[src/hdl/cascaded_pid_motor_current_assert.svh]
// assertion macros used by the rtl module
`ifndef CASCADED_PID_MOTOR_CURRENT_ASSERT_SVH
`define CASCADED_PID_MOTOR_CURRENT_ASSERT_SVH

// property checked at every clock edge, held off during reset
`define CPMC_ASSERT(lbl, prop, msg) \
  lbl: assert property (@(posedge clk) disable iff (!rst_n) prop) else $error(msg);

// property checked at every clock edge, reset included
`define CPMC_ASSERT_ALWAYS(lbl, prop, msg) \
  lbl: assert property (@(posedge clk) prop) else $error(msg);

`endif

[src/hdl/cpmc_pkg.sv]
// ----------------------------------------------------------------------------
// cpmc_pkg
// Constants, register indexes and saturation helpers for the motor current
// controller.
// ----------------------------------------------------------------------------
package cpmc_pkg;

  localparam int NUM_MOTORS = 4;
  localparam int MOT_W      = (NUM_MOTORS > 1) ? $clog2(NUM_MOTORS) : 1;
  localparam int OUT_FIELDS = 4;

  localparam logic [10:0] FIRST_ID = 11'h201;
  localparam int          CUR_LIMIT = 10000;

  localparam int ACC_W = 52;

  // configuration register indexes
  localparam logic [2:0] REG_CONTROL_MODE = 3'd0;
  localparam logic [2:0] REG_SPEED_KP     = 3'd1;
  localparam logic [2:0] REG_SPEED_KI_DT  = 3'd2;
  localparam logic [2:0] REG_SPEED_KD_DT  = 3'd3;
  localparam logic [2:0] REG_POS_KP       = 3'd4;
  localparam logic [2:0] REG_POS_KI_DT    = 3'd5;
  localparam logic [2:0] REG_POS_KD_DT    = 3'd6;
  localparam logic [2:0] REG_TARGET       = 3'd7;

  typedef logic signed [ACC_W-1:0] acc_t;
  typedef logic signed [31:0]      q32_t;

  // saturate a wide signed value to 32 bits
  function automatic q32_t sat32(acc_t v);
    acc_t hi;
    acc_t lo;
    hi = acc_t'(64'sd2147483647);
    lo = -acc_t'(64'sd2147483648);
    if (v > hi) begin
      sat32 = 32'sh7fffffff;
    end else if (v < lo) begin
      sat32 = 32'sh80000000;
    end else begin
      sat32 = v[31:0];
    end
  endfunction

endpackage

[src/hdl/cascaded_pid_motor_current.sv]
// ----------------------------------------------------------------------------
// cascaded_pid_motor_current
// Cascaded position and speed pid, or speed pid alone, producing four clamped drive currents.
// ----------------------------------------------------------------------------
// Usage:
//   in_* channel (valid/ready): mode 0 is a feedback frame, mode 1 a control
//   tick. A frame with id 0x201..0x200+NUM_MOTORS stores that motor's encoder
//   count and speed; other ids are dropped. A frame never gives a result.
//   A tick runs the loops motor by motor through a shared 16x33 multiplier:
//   in position mode each motor goes through read, position error, three
//   position products, speed error, three speed products and write back;
//   speed mode skips the three position products. The loop state per motor
//   lives in a memory with registered read data; each entry is read, updated
//   and written back once per tick.
//   out_* channel (valid/ready): one transfer per tick with the four
//   currents. A stalled receiver holds the result; a new item is taken while
//   it waits, and a following tick waits at its end for the output register.
//   cfg_* channel: always ready, index 0..7 in register order; write only
//   while idle.
//   Reset restores register defaults and marks all stored state as zero.
// ----------------------------------------------------------------------------
module cascaded_pid_motor_current (
  input  logic               clk,
  input  logic               rst_n,
  input  logic               in_valid,
  output logic               in_ready,
  input  logic               in_mode,
  input  logic [10:0]        in_frame_id,
  input  logic [15:0]        in_encoder_count,
  input  logic signed [15:0] in_speed_rpm,
  output logic               out_valid,
  input  logic               out_ready,
  output logic signed [14:0] out_current_motor_0,
  output logic signed [14:0] out_current_motor_1,
  output logic signed [14:0] out_current_motor_2,
  output logic signed [14:0] out_current_motor_3,
  input  logic               cfg_valid,
  output logic               cfg_ready,
  input  logic [2:0]         cfg_addr,
  input  logic [23:0]        cfg_data
);
  import cpmc_pkg::*;

  localparam logic [3:0] S_IDLE  = 4'd0;
  localparam logic [3:0] S_RD    = 4'd1;
  localparam logic [3:0] S_ERR_P = 4'd2;
  localparam logic [3:0] S_MP0   = 4'd3;
  localparam logic [3:0] S_MP1   = 4'd4;
  localparam logic [3:0] S_MP2   = 4'd5;
  localparam logic [3:0] S_ERR_S = 4'd6;
  localparam logic [3:0] S_MS0   = 4'd7;
  localparam logic [3:0] S_MS1   = 4'd8;
  localparam logic [3:0] S_MS2   = 4'd9;
  localparam logic [3:0] S_WB    = 4'd10;
  localparam logic [3:0] S_DONE  = 4'd11;

  // configuration registers
  logic               casc_r;
  logic signed [15:0] skp_r, ski_r, skd_r, pkp_r, pki_r, pkd_r;
  logic signed [23:0] tgt_r;

  // memories: feedback {encoder, speed} and loop state {pi, pp, si, sp}
  logic [31:0]  fb_mem [NUM_MOTORS];
  logic [127:0] st_mem [NUM_MOTORS];
  logic [31:0]  fb_rd_r;
  logic [127:0] st_rd_r;
  logic [NUM_MOTORS-1:0] fb_vld_r, st_vld_r;
  logic         fb_rv_r, st_rv_r;

  logic [3:0]       state_r;
  logic [MOT_W-1:0] mot_r;

  logic signed [32:0] e_r, i_r, d_r;
  q32_t npi_r, npp_r, nsi_r, nsp_r;
  acc_t acc_r;

  logic signed [14:0] cur_r [OUT_FIELDS];
  logic signed [14:0] out_r [OUT_FIELDS];
  logic               out_valid_r;

  logic in_fire, fb_hit;
  logic [10:0] id_off;

  assign in_ready  = (state_r == S_IDLE);
  assign cfg_ready = 1'b1;
  assign in_fire   = in_valid && in_ready;
  assign id_off    = in_frame_id - FIRST_ID;
  assign fb_hit    = (in_frame_id >= FIRST_ID) &&
                     ({21'd0, id_off} < 32'(NUM_MOTORS));

  // stored values, zero where an entry was never written
  logic [15:0]        enc;
  logic signed [15:0] spd;
  q32_t pi_old, pp_old, si_old, sp_old;
  assign enc    = fb_rv_r ? fb_rd_r[31:16] : 16'd0;
  assign spd    = fb_rv_r ? fb_rd_r[15:0]  : 16'sd0;
  assign pi_old = st_rv_r ? st_rd_r[127:96] : 32'sd0;
  assign pp_old = st_rv_r ? st_rd_r[95:64]  : 32'sd0;
  assign si_old = st_rv_r ? st_rd_r[63:32]  : 32'sd0;
  assign sp_old = st_rv_r ? st_rd_r[31:0]   : 32'sd0;

  // position error: angle in q8 degrees is floor(count*45/4)
  logic [21:0] ang;
  q32_t tgt32, ep, ip;
  acc_t ip_sum;
  assign ang    = 22'(({6'd0, enc} * 22'd45) >> 2);
  assign tgt32  = {{8{tgt_r[23]}}, tgt_r};
  assign ep     = tgt32 - signed'({10'd0, ang});
  assign ip_sum = acc_t'(pi_old) + acc_t'(ep);
  assign ip     = sat32(ip_sum);

  // speed setpoint: position output truncated toward zero, or target
  acc_t acc_rnd, cur_rnd;
  q32_t sp_sel, es, is;
  acc_t es_sum, is_sum;
  logic signed [23:0] meas;
  assign acc_rnd = (acc_r + (acc_r[ACC_W-1] ? acc_t'(255) : acc_t'(0))) >>> 8;
  assign sp_sel  = casc_r ? sat32(acc_rnd) : tgt32;
  assign meas    = {spd, 8'd0};
  assign es_sum  = acc_t'(sp_sel) - acc_t'(meas);
  assign es      = sat32(es_sum);
  assign is_sum  = acc_t'(si_old) + acc_t'(es);
  assign is      = sat32(is_sum);

  // current: truncate toward zero, clamp
  logic signed [14:0] cur_clamp;
  assign cur_rnd = (acc_r + (acc_r[ACC_W-1] ? acc_t'(65535) : acc_t'(0))) >>> 16;
  always_comb begin
    if (cur_rnd > acc_t'(CUR_LIMIT)) begin
      cur_clamp = 15'(CUR_LIMIT);
    end else if (cur_rnd < -acc_t'(CUR_LIMIT)) begin
      cur_clamp = -15'(CUR_LIMIT);
    end else begin
      cur_clamp = cur_rnd[14:0];
    end
  end

  // shared multiplier, operands by step
  logic signed [15:0] mul_a;
  logic signed [32:0] mul_b;
  logic signed [48:0] prod;
  logic               acc_first;
  always_comb begin
    acc_first = 1'b0;
    case (state_r)
      S_MP0:   begin mul_a = pkp_r; mul_b = e_r; acc_first = 1'b1; end
      S_MP1:   begin mul_a = pki_r; mul_b = i_r; end
      S_MP2:   begin mul_a = pkd_r; mul_b = d_r; end
      S_MS0:   begin mul_a = skp_r; mul_b = e_r; acc_first = 1'b1; end
      S_MS1:   begin mul_a = ski_r; mul_b = i_r; end
      S_MS2:   begin mul_a = skd_r; mul_b = d_r; end
      default: begin mul_a = 16'sd0; mul_b = 33'sd0; end
    endcase
  end
  assign prod = mul_a * mul_b;

  // configuration writes
  always_ff @(posedge clk) begin
    if (!rst_n) begin
      casc_r <= 1'b1;
      skp_r  <= 16'sd512;
      ski_r  <= 16'sd51;
      skd_r  <= 16'sd0;
      pkp_r  <= 16'sd256;
      pki_r  <= 16'sd0;
      pkd_r  <= 16'sd512;
      tgt_r  <= 24'sd25600;
    end else if (cfg_valid && cfg_ready) begin
      case (cfg_addr)
        REG_CONTROL_MODE: casc_r <= cfg_data[0];
        REG_SPEED_KP:     skp_r  <= cfg_data[15:0];
        REG_SPEED_KI_DT:  ski_r  <= cfg_data[15:0];
        REG_SPEED_KD_DT:  skd_r  <= cfg_data[15:0];
        REG_POS_KP:       pkp_r  <= cfg_data[15:0];
        REG_POS_KI_DT:    pki_r  <= cfg_data[15:0];
        REG_POS_KD_DT:    pkd_r  <= cfg_data[15:0];
        REG_TARGET:       tgt_r  <= cfg_data;
        default:          casc_r <= casc_r;
      endcase
    end
  end

  // memory ports: frame write, write back, one read per cycle
  always_ff @(posedge clk) begin
    if (in_fire && !in_mode && fb_hit) begin
      fb_mem[id_off[MOT_W-1:0]] <= {in_encoder_count, in_speed_rpm};
    end
    if (state_r == S_WB) begin
      st_mem[mot_r] <= {npi_r, npp_r, nsi_r, nsp_r};
    end
    fb_rd_r <= fb_mem[mot_r];
    st_rd_r <= st_mem[mot_r];
  end

  // entry valid bits
  always_ff @(posedge clk) begin
    if (!rst_n) begin
      fb_vld_r <= '0;
      st_vld_r <= '0;
      fb_rv_r  <= 1'b0;
      st_rv_r  <= 1'b0;
    end else begin
      if (in_fire && !in_mode && fb_hit) begin
        fb_vld_r[id_off[MOT_W-1:0]] <= 1'b1;
      end
      if (state_r == S_WB) begin
        st_vld_r[mot_r] <= 1'b1;
      end
      fb_rv_r <= fb_vld_r[mot_r];
      st_rv_r <= st_vld_r[mot_r];
    end
  end

  // tick sequencer
  always_ff @(posedge clk) begin
    if (!rst_n) begin
      state_r     <= S_IDLE;
      mot_r       <= '0;
      out_valid_r <= 1'b0;
    end else begin
      if (out_valid_r && out_ready && state_r != S_DONE) begin
        out_valid_r <= 1'b0;
      end
      case (state_r)
        S_IDLE: begin
          if (in_fire && in_mode) begin
            mot_r   <= '0;
            state_r <= S_RD;
          end
        end
        S_RD:  state_r <= S_ERR_P;
        S_ERR_P: state_r <= casc_r ? S_MP0 : S_ERR_S;
        S_MP0: state_r <= S_MP1;
        S_MP1: state_r <= S_MP2;
        S_MP2: state_r <= S_ERR_S;
        S_ERR_S: state_r <= S_MS0;
        S_MS0: state_r <= S_MS1;
        S_MS1: state_r <= S_MS2;
        S_MS2: state_r <= S_WB;
        S_WB: begin
          if (32'(mot_r) == NUM_MOTORS - 1) begin
            state_r <= S_DONE;
          end else begin
            mot_r   <= mot_r + 1'b1;
            state_r <= S_RD;
          end
        end
        S_DONE: begin
          if (!out_valid_r || out_ready) begin
            out_valid_r <= 1'b1;
            state_r     <= S_IDLE;
          end
        end
        default: state_r <= S_IDLE;
      endcase
    end
  end

  // datapath registers
  always_ff @(posedge clk) begin
    case (state_r)
      S_IDLE: begin
        if (in_fire && in_mode) begin
          for (int k = 0; k < OUT_FIELDS; k++) cur_r[k] <= 15'sd0;
        end
      end
      S_ERR_P: begin
        if (casc_r) begin
          e_r   <= 33'(ep);
          i_r   <= 33'(ip);
          d_r   <= 33'(ep) - 33'(pp_old);
          npi_r <= ip;
          npp_r <= ep;
        end else begin
          npi_r <= pi_old;
          npp_r <= pp_old;
        end
      end
      S_ERR_S: begin
        e_r   <= 33'(es);
        i_r   <= 33'(is);
        d_r   <= 33'(es) - 33'(sp_old);
        nsi_r <= is;
        nsp_r <= es;
      end
      S_MP0, S_MP1, S_MP2, S_MS0, S_MS1, S_MS2: begin
        acc_r <= (acc_first ? acc_t'(0) : acc_r) + acc_t'(prod);
      end
      S_WB: begin
        for (int k = 0; k < OUT_FIELDS; k++) begin
          if (32'(mot_r) == k) cur_r[k] <= cur_clamp;
        end
      end
      S_DONE: begin
        if (!out_valid_r || out_ready) begin
          for (int k = 0; k < OUT_FIELDS; k++) out_r[k] <= cur_r[k];
        end
      end
      default: acc_r <= acc_r;
    endcase
  end

  assign out_valid           = out_valid_r;
  assign out_current_motor_0 = out_r[0];
  assign out_current_motor_1 = out_r[1];
  assign out_current_motor_2 = out_r[2];
  assign out_current_motor_3 = out_r[3];

  // checks
  `include "cascaded_pid_motor_current_assert.svh"

  `CPMC_ASSERT(a_tick_starts, in_fire && in_mode |=> state_r == S_RD, "tick not started")
  `CPMC_ASSERT(a_frame_no_result, in_fire && !in_mode && !out_valid_r |=> !out_valid_r, "frame gave result")
  `CPMC_ASSERT(a_out_hold, out_valid_r && !out_ready |=> out_valid_r && $stable(out_r[0]), "result lost while stalled")
  `CPMC_ASSERT(a_cur_range, out_valid_r |-> out_r[0] <= 15'sd10000 && out_r[0] >= -15'sd10000, "current out of range")
  `CPMC_ASSERT(a_motor_range, state_r != S_IDLE |-> 32'(mot_r) < NUM_MOTORS, "motor index out of range")

endmodule

[config.mk]
export PLATFORM = sky130hd
export DESIGN_NAME = cascaded_pid_motor_current
export DESIGN_NICKNAME = d
export VERILOG_FILES = /design/src/hdl/cpmc_pkg.sv /design/src/hdl/cascaded_pid_motor_current.sv
export VERILOG_INCLUDE_DIRS = /design/src /design/src/hdl
export SDC_FILE = /design/constraint.sdc
export NUM_CORES = 2
export LEC_CHECK = 0
export BUFFER_PORTS_ARGS = -buffer_cell sky130_fd_sc_hd__buf_2
export CORE_UTILIZATION = 55
export CTS_BUF_LIST = sky130_fd_sc_hd__clkbuf_4 sky130_fd_sc_hd__clkbuf_8 sky130_fd_sc_hd__clkbuf_16
export CTS_CLUSTER_DIAMETER = 40
export CTS_CLUSTER_SIZE = 40
export DETAILED_ROUTE_END_ITERATION = 8
export GPL_ROUTABILITY_DRIVEN = 0
export GPL_TIMING_DRIVEN = 1
export PLACE_DENSITY = 0.71
export SETUP_SLACK_MARGIN = 0.1
export SLEW_MARGIN = 40
export SYNTH_ARGS = -nofsm -noshare
export SYNTH_HDL_FRONTEND = slang
export SYNTH_SLANG_ARGS = --single-unit
[constraint.sdc]
create_clock -name clk -period 12.4 [get_ports clk]
set_input_delay 2.48 -clock clk [delete_from_list [all_inputs] [get_ports clk]]
set_output_delay 2.48 -clock clk [all_outputs]
set_load 0.05 [all_outputs]
==> flow_summary_export.csv <==
group,metric,value,unit
clocking,cts_tree,"done",
route,ant_nets,0,
power,seqPwrFrac,32.9,%
synth,synth_edf_count,1037,
global_route,grt_first_pass_wirelength,342.8,mm
timing,max_freq,93.16,MHz
clocking,clockBufferDepth,3,
route,via_count,56055,
route,drtIter0Drc,5966,
power,pwr_density_cell,193.3,mW/mm^2
critical_path,worstPathArrival,11.42,ns
floorplan,die_y,384.6,um
synth,synth-seq-cells,1335,
power,power.switching,0.006900,W
timing,finClkSkew,0.07013,ns
synth,synth_fp_nets,7978,
final_layout,fin_nets,8121,
floorplan,design.die.area,0.1479,mm^2
synth,synth_common_cells,"1037 x edfxtp_1, 947 x nand2_1, 651 x inv_1, 598 x fa_1, 578 x nor2_1",
clocking,clock_latency,0.84,ns
power,combPwrFrac,37.9,%
flow_run,drv_cap,0,
route,dr.pass1.iters,9,
critical_path,start_kind,"flip-flop",
route,wl_per_cell,24.85,um
clocking,htree_levels,4,
clocking,cts_made_buffers,170,
synth,synthTopCellsByArea,"edfxtp_1 39%, fa_1 15%, dfxtp_1 7.4%",
critical_path,worst_path_largest_cell_delay,0.57,ns
worst_hold_path,hp-class,"flip-flop to flip-flop",
timing,setup_tns,0,ns
power,p_int,0.01048,W
clocking,clkTransAtPathRegs,0.06,ns
synth,netlist_area,0.08052,mm^2
power,p_leak,34.87,nW
timing,fin_crit_sh,86.57,%
timing,worst_pin_slew,0.9519,ns
final_layout,final_core_util,61.84,%
power,irDropWorstVdd,237.4,uV
synth,synth_top_area_share,38.67,%
power,total_power,0.01738,W
global_route,antenna_found_initial,7,
critical_path,end_kind,"flip-flop",
power,p_clk_share,29.2,%
floorplan,rows,140,
final_layout,areaGrowthSynthToFinish,11.66,%
synth,async_flop_share,0,%
final_layout,layoutNonFillerInstCount,9152,
synth,ys_seq_area_share,46.08,%
final_layout,drive_above_1_share,11.92,%
synth,synth_area_leader_cell,"edfxtp_1",
global_route,grt_pass1_vias,56342,
route,drcViolationCount,0,
timing,slew_headroom,36.08,%
critical_path,crit_fanout,29,
critical_path,criticalPathCategory,"flip-flop to flip-flop",
global_route,gr-usage-all-layers,31.01,%
clocking,cts_setup_buffers,0,
place,placed_cells,8825,
clocking,cts-root-buf,"clkbuf_16",
timing,layout_setup_ws,1.666,ns
timing,min_period,10.73,ns
floorplan,initial_core_util,55.38,%
global_route,grt_overflow,0,
synth,yosysWarnings,0,
outcome,status,"completed",
power,switching_share,39.70,%
critical_path,cp_common_cell,"a211oi_1",
floorplan,core-area,0.1454,mm^2
place,dp_hpwl,164.9,mm
synth,synth.avg_cell_area,11.60,um^2
critical_path,worstPathRequired,13.08,ns
global_route,grt_max_degree,137,
synth,ys.flop_type,"edfxtp_1",
timing,hold_viol,0,
synth,synth_cells,6939,
critical_path,slowest_stage,"nor4_1",
timing,setup_viol,0,
clocking,cts.sinks,1335,
synth,yosysMostFrequentCell,"edfxtp_1",
clocking,ctsHoldBuffers,0,
place,io_buffers,137,
route,routed_wl,227.4,mm
floorplan,num_io_pins,139,
route,viasPerCell,6.125,
place,post-place-ws,1.699,ns
timing,slew_violations,0,
synth,yosysUniqueCellTypes,115,
floorplan,fp.dieW,384.6,um
timing,grt_setup_unrepaired,"false",
clocking,cts_resized,0,
==> per-layer routing <==
metal  up-vias  wire length [um]  global-route usage, %
li1      24334                 -                      -
met4         2             11910                  14.62
met5         -                13                      0
met1     28198             88380                  41.46
met3       633             23750                  7.399
met2      2888            103400                  47.91
==> worst paths after layout <==
kind	start	endpoint	slack, ns	cells past startpoint
worst max register to register	acc_r[23]$_DFFE_PP_	d_r[31]$_DFFE_PP_	1.67	39
worst min-delay path	cur_r[1][2]$_SDFFCE_PN0P_	out_r[1][2]$_DFFE_PP_	0.42	0
worst min register to register	cur_r[1][2]$_SDFFCE_PN0P_	out_r[1][2]$_DFFE_PP_	0.42	0
worst max-delay path	acc_r[23]$_DFFE_PP_	d_r[31]$_DFFE_PP_	1.67	39
==> worst max-delay path, delay by kind of cell (launching register included) <==
family | cells | cell delay [ns]
AOI/OAI and AO/OA | 18 | 4.57
and+or+nand+nor | 13 | 3.45
muxes | 1 | 0.38
adders and majority gates | 3 | 0.99
DFF | 1 | 0.49
buffers and inverters | 4 | 0.69
==> state kept, by name (all words and copies together) (netlist names), 24 cells and up <==
register	flops
d_r	33
st_mem	512
st_rd_r	128
tgt_r	24
npp_r	32
npi_r	32
i_r	32
nsp_r	32
fb_mem	128
out_r	60
fb_rd_r	32
nsi_r	32
cur_r	60
e_r	32
acc_r	52
==> layout by cell type, fill, tap and decap left out, types with 19 or more instances in the layout <==
master and n:
edfxtp_1 1037, nand2_1 945, inv_1 647, fa_1 598
nor2_1 575, ha_1 365, dfxtp_1 293, a21oi_1 238
o21ai_0 202, clkbuf_16 172, xnor2_1 170, and2_1 162
mux4_2 162, buf_2 136, a21boi_0 129, nand3_1 100
buf_4 91, a21o_1 78, xor2_1 74, nand2b_1 65
and3_1 63, o21a_1 61, nor3_1 58, a22oi_1 49
nor2b_1 45, or3_1 30, o21bai_1 30, a31oi_1 29
a211oi_1 28, nand4_1 24, inv_6 24, or2_2 22
clkinv_8 21, mux2i_1 20, o31ai_1 19
==> metrics by stage <==
stage	hold slack [ns]	instance area [um^2]
detailed placement	0.4045	83790
CTS	0.4191	89810
finish	0.4189	89910
global placement	0.4004	83550
floorplan	0.4003	80520
global route	0.4220	89910
==> power by group through the flow <==
stage                     clock (W)  combinational [W]  sequential, W
after detailed placement          0            0.00635        0.00578
after global routing        0.00529            0.00709        0.00573
after CTS                   0.00512            0.00642        0.00569
final                       0.00507            0.00659        0.00571
after global placement            0            0.00624        0.00577
after floorplan                   0            0.00441        0.00562
==> kinds of logic after synthesis <==
group                      Yosys count  synth area share (%)
adders and majority gates          980                 20.76
buffers and inverters              933                 4.424
and+or+nand+nor                   2184                 12.12
muxes                              195                 4.975
other                                1              0.004657
DFF                               1335                 46.08
AOI/OAI and AO/OA                 1063                 8.924
xor gates and xnor gates           248                 2.707
==> layout make-up <==
type	count	area, um^2
Antenna cell	4	10.01
Clock buffer	193	4493
Clock inverter	128	1535
Fill cell	11202	55480
Inverter	656	2492
Multi-Input combinational cell	4671	40180
Sequential cell	1335	37120
Tap cell	1917	2399
Timing Repair Buffer	248	1680
No activity file was read; power rests on OpenSTA's default activity.
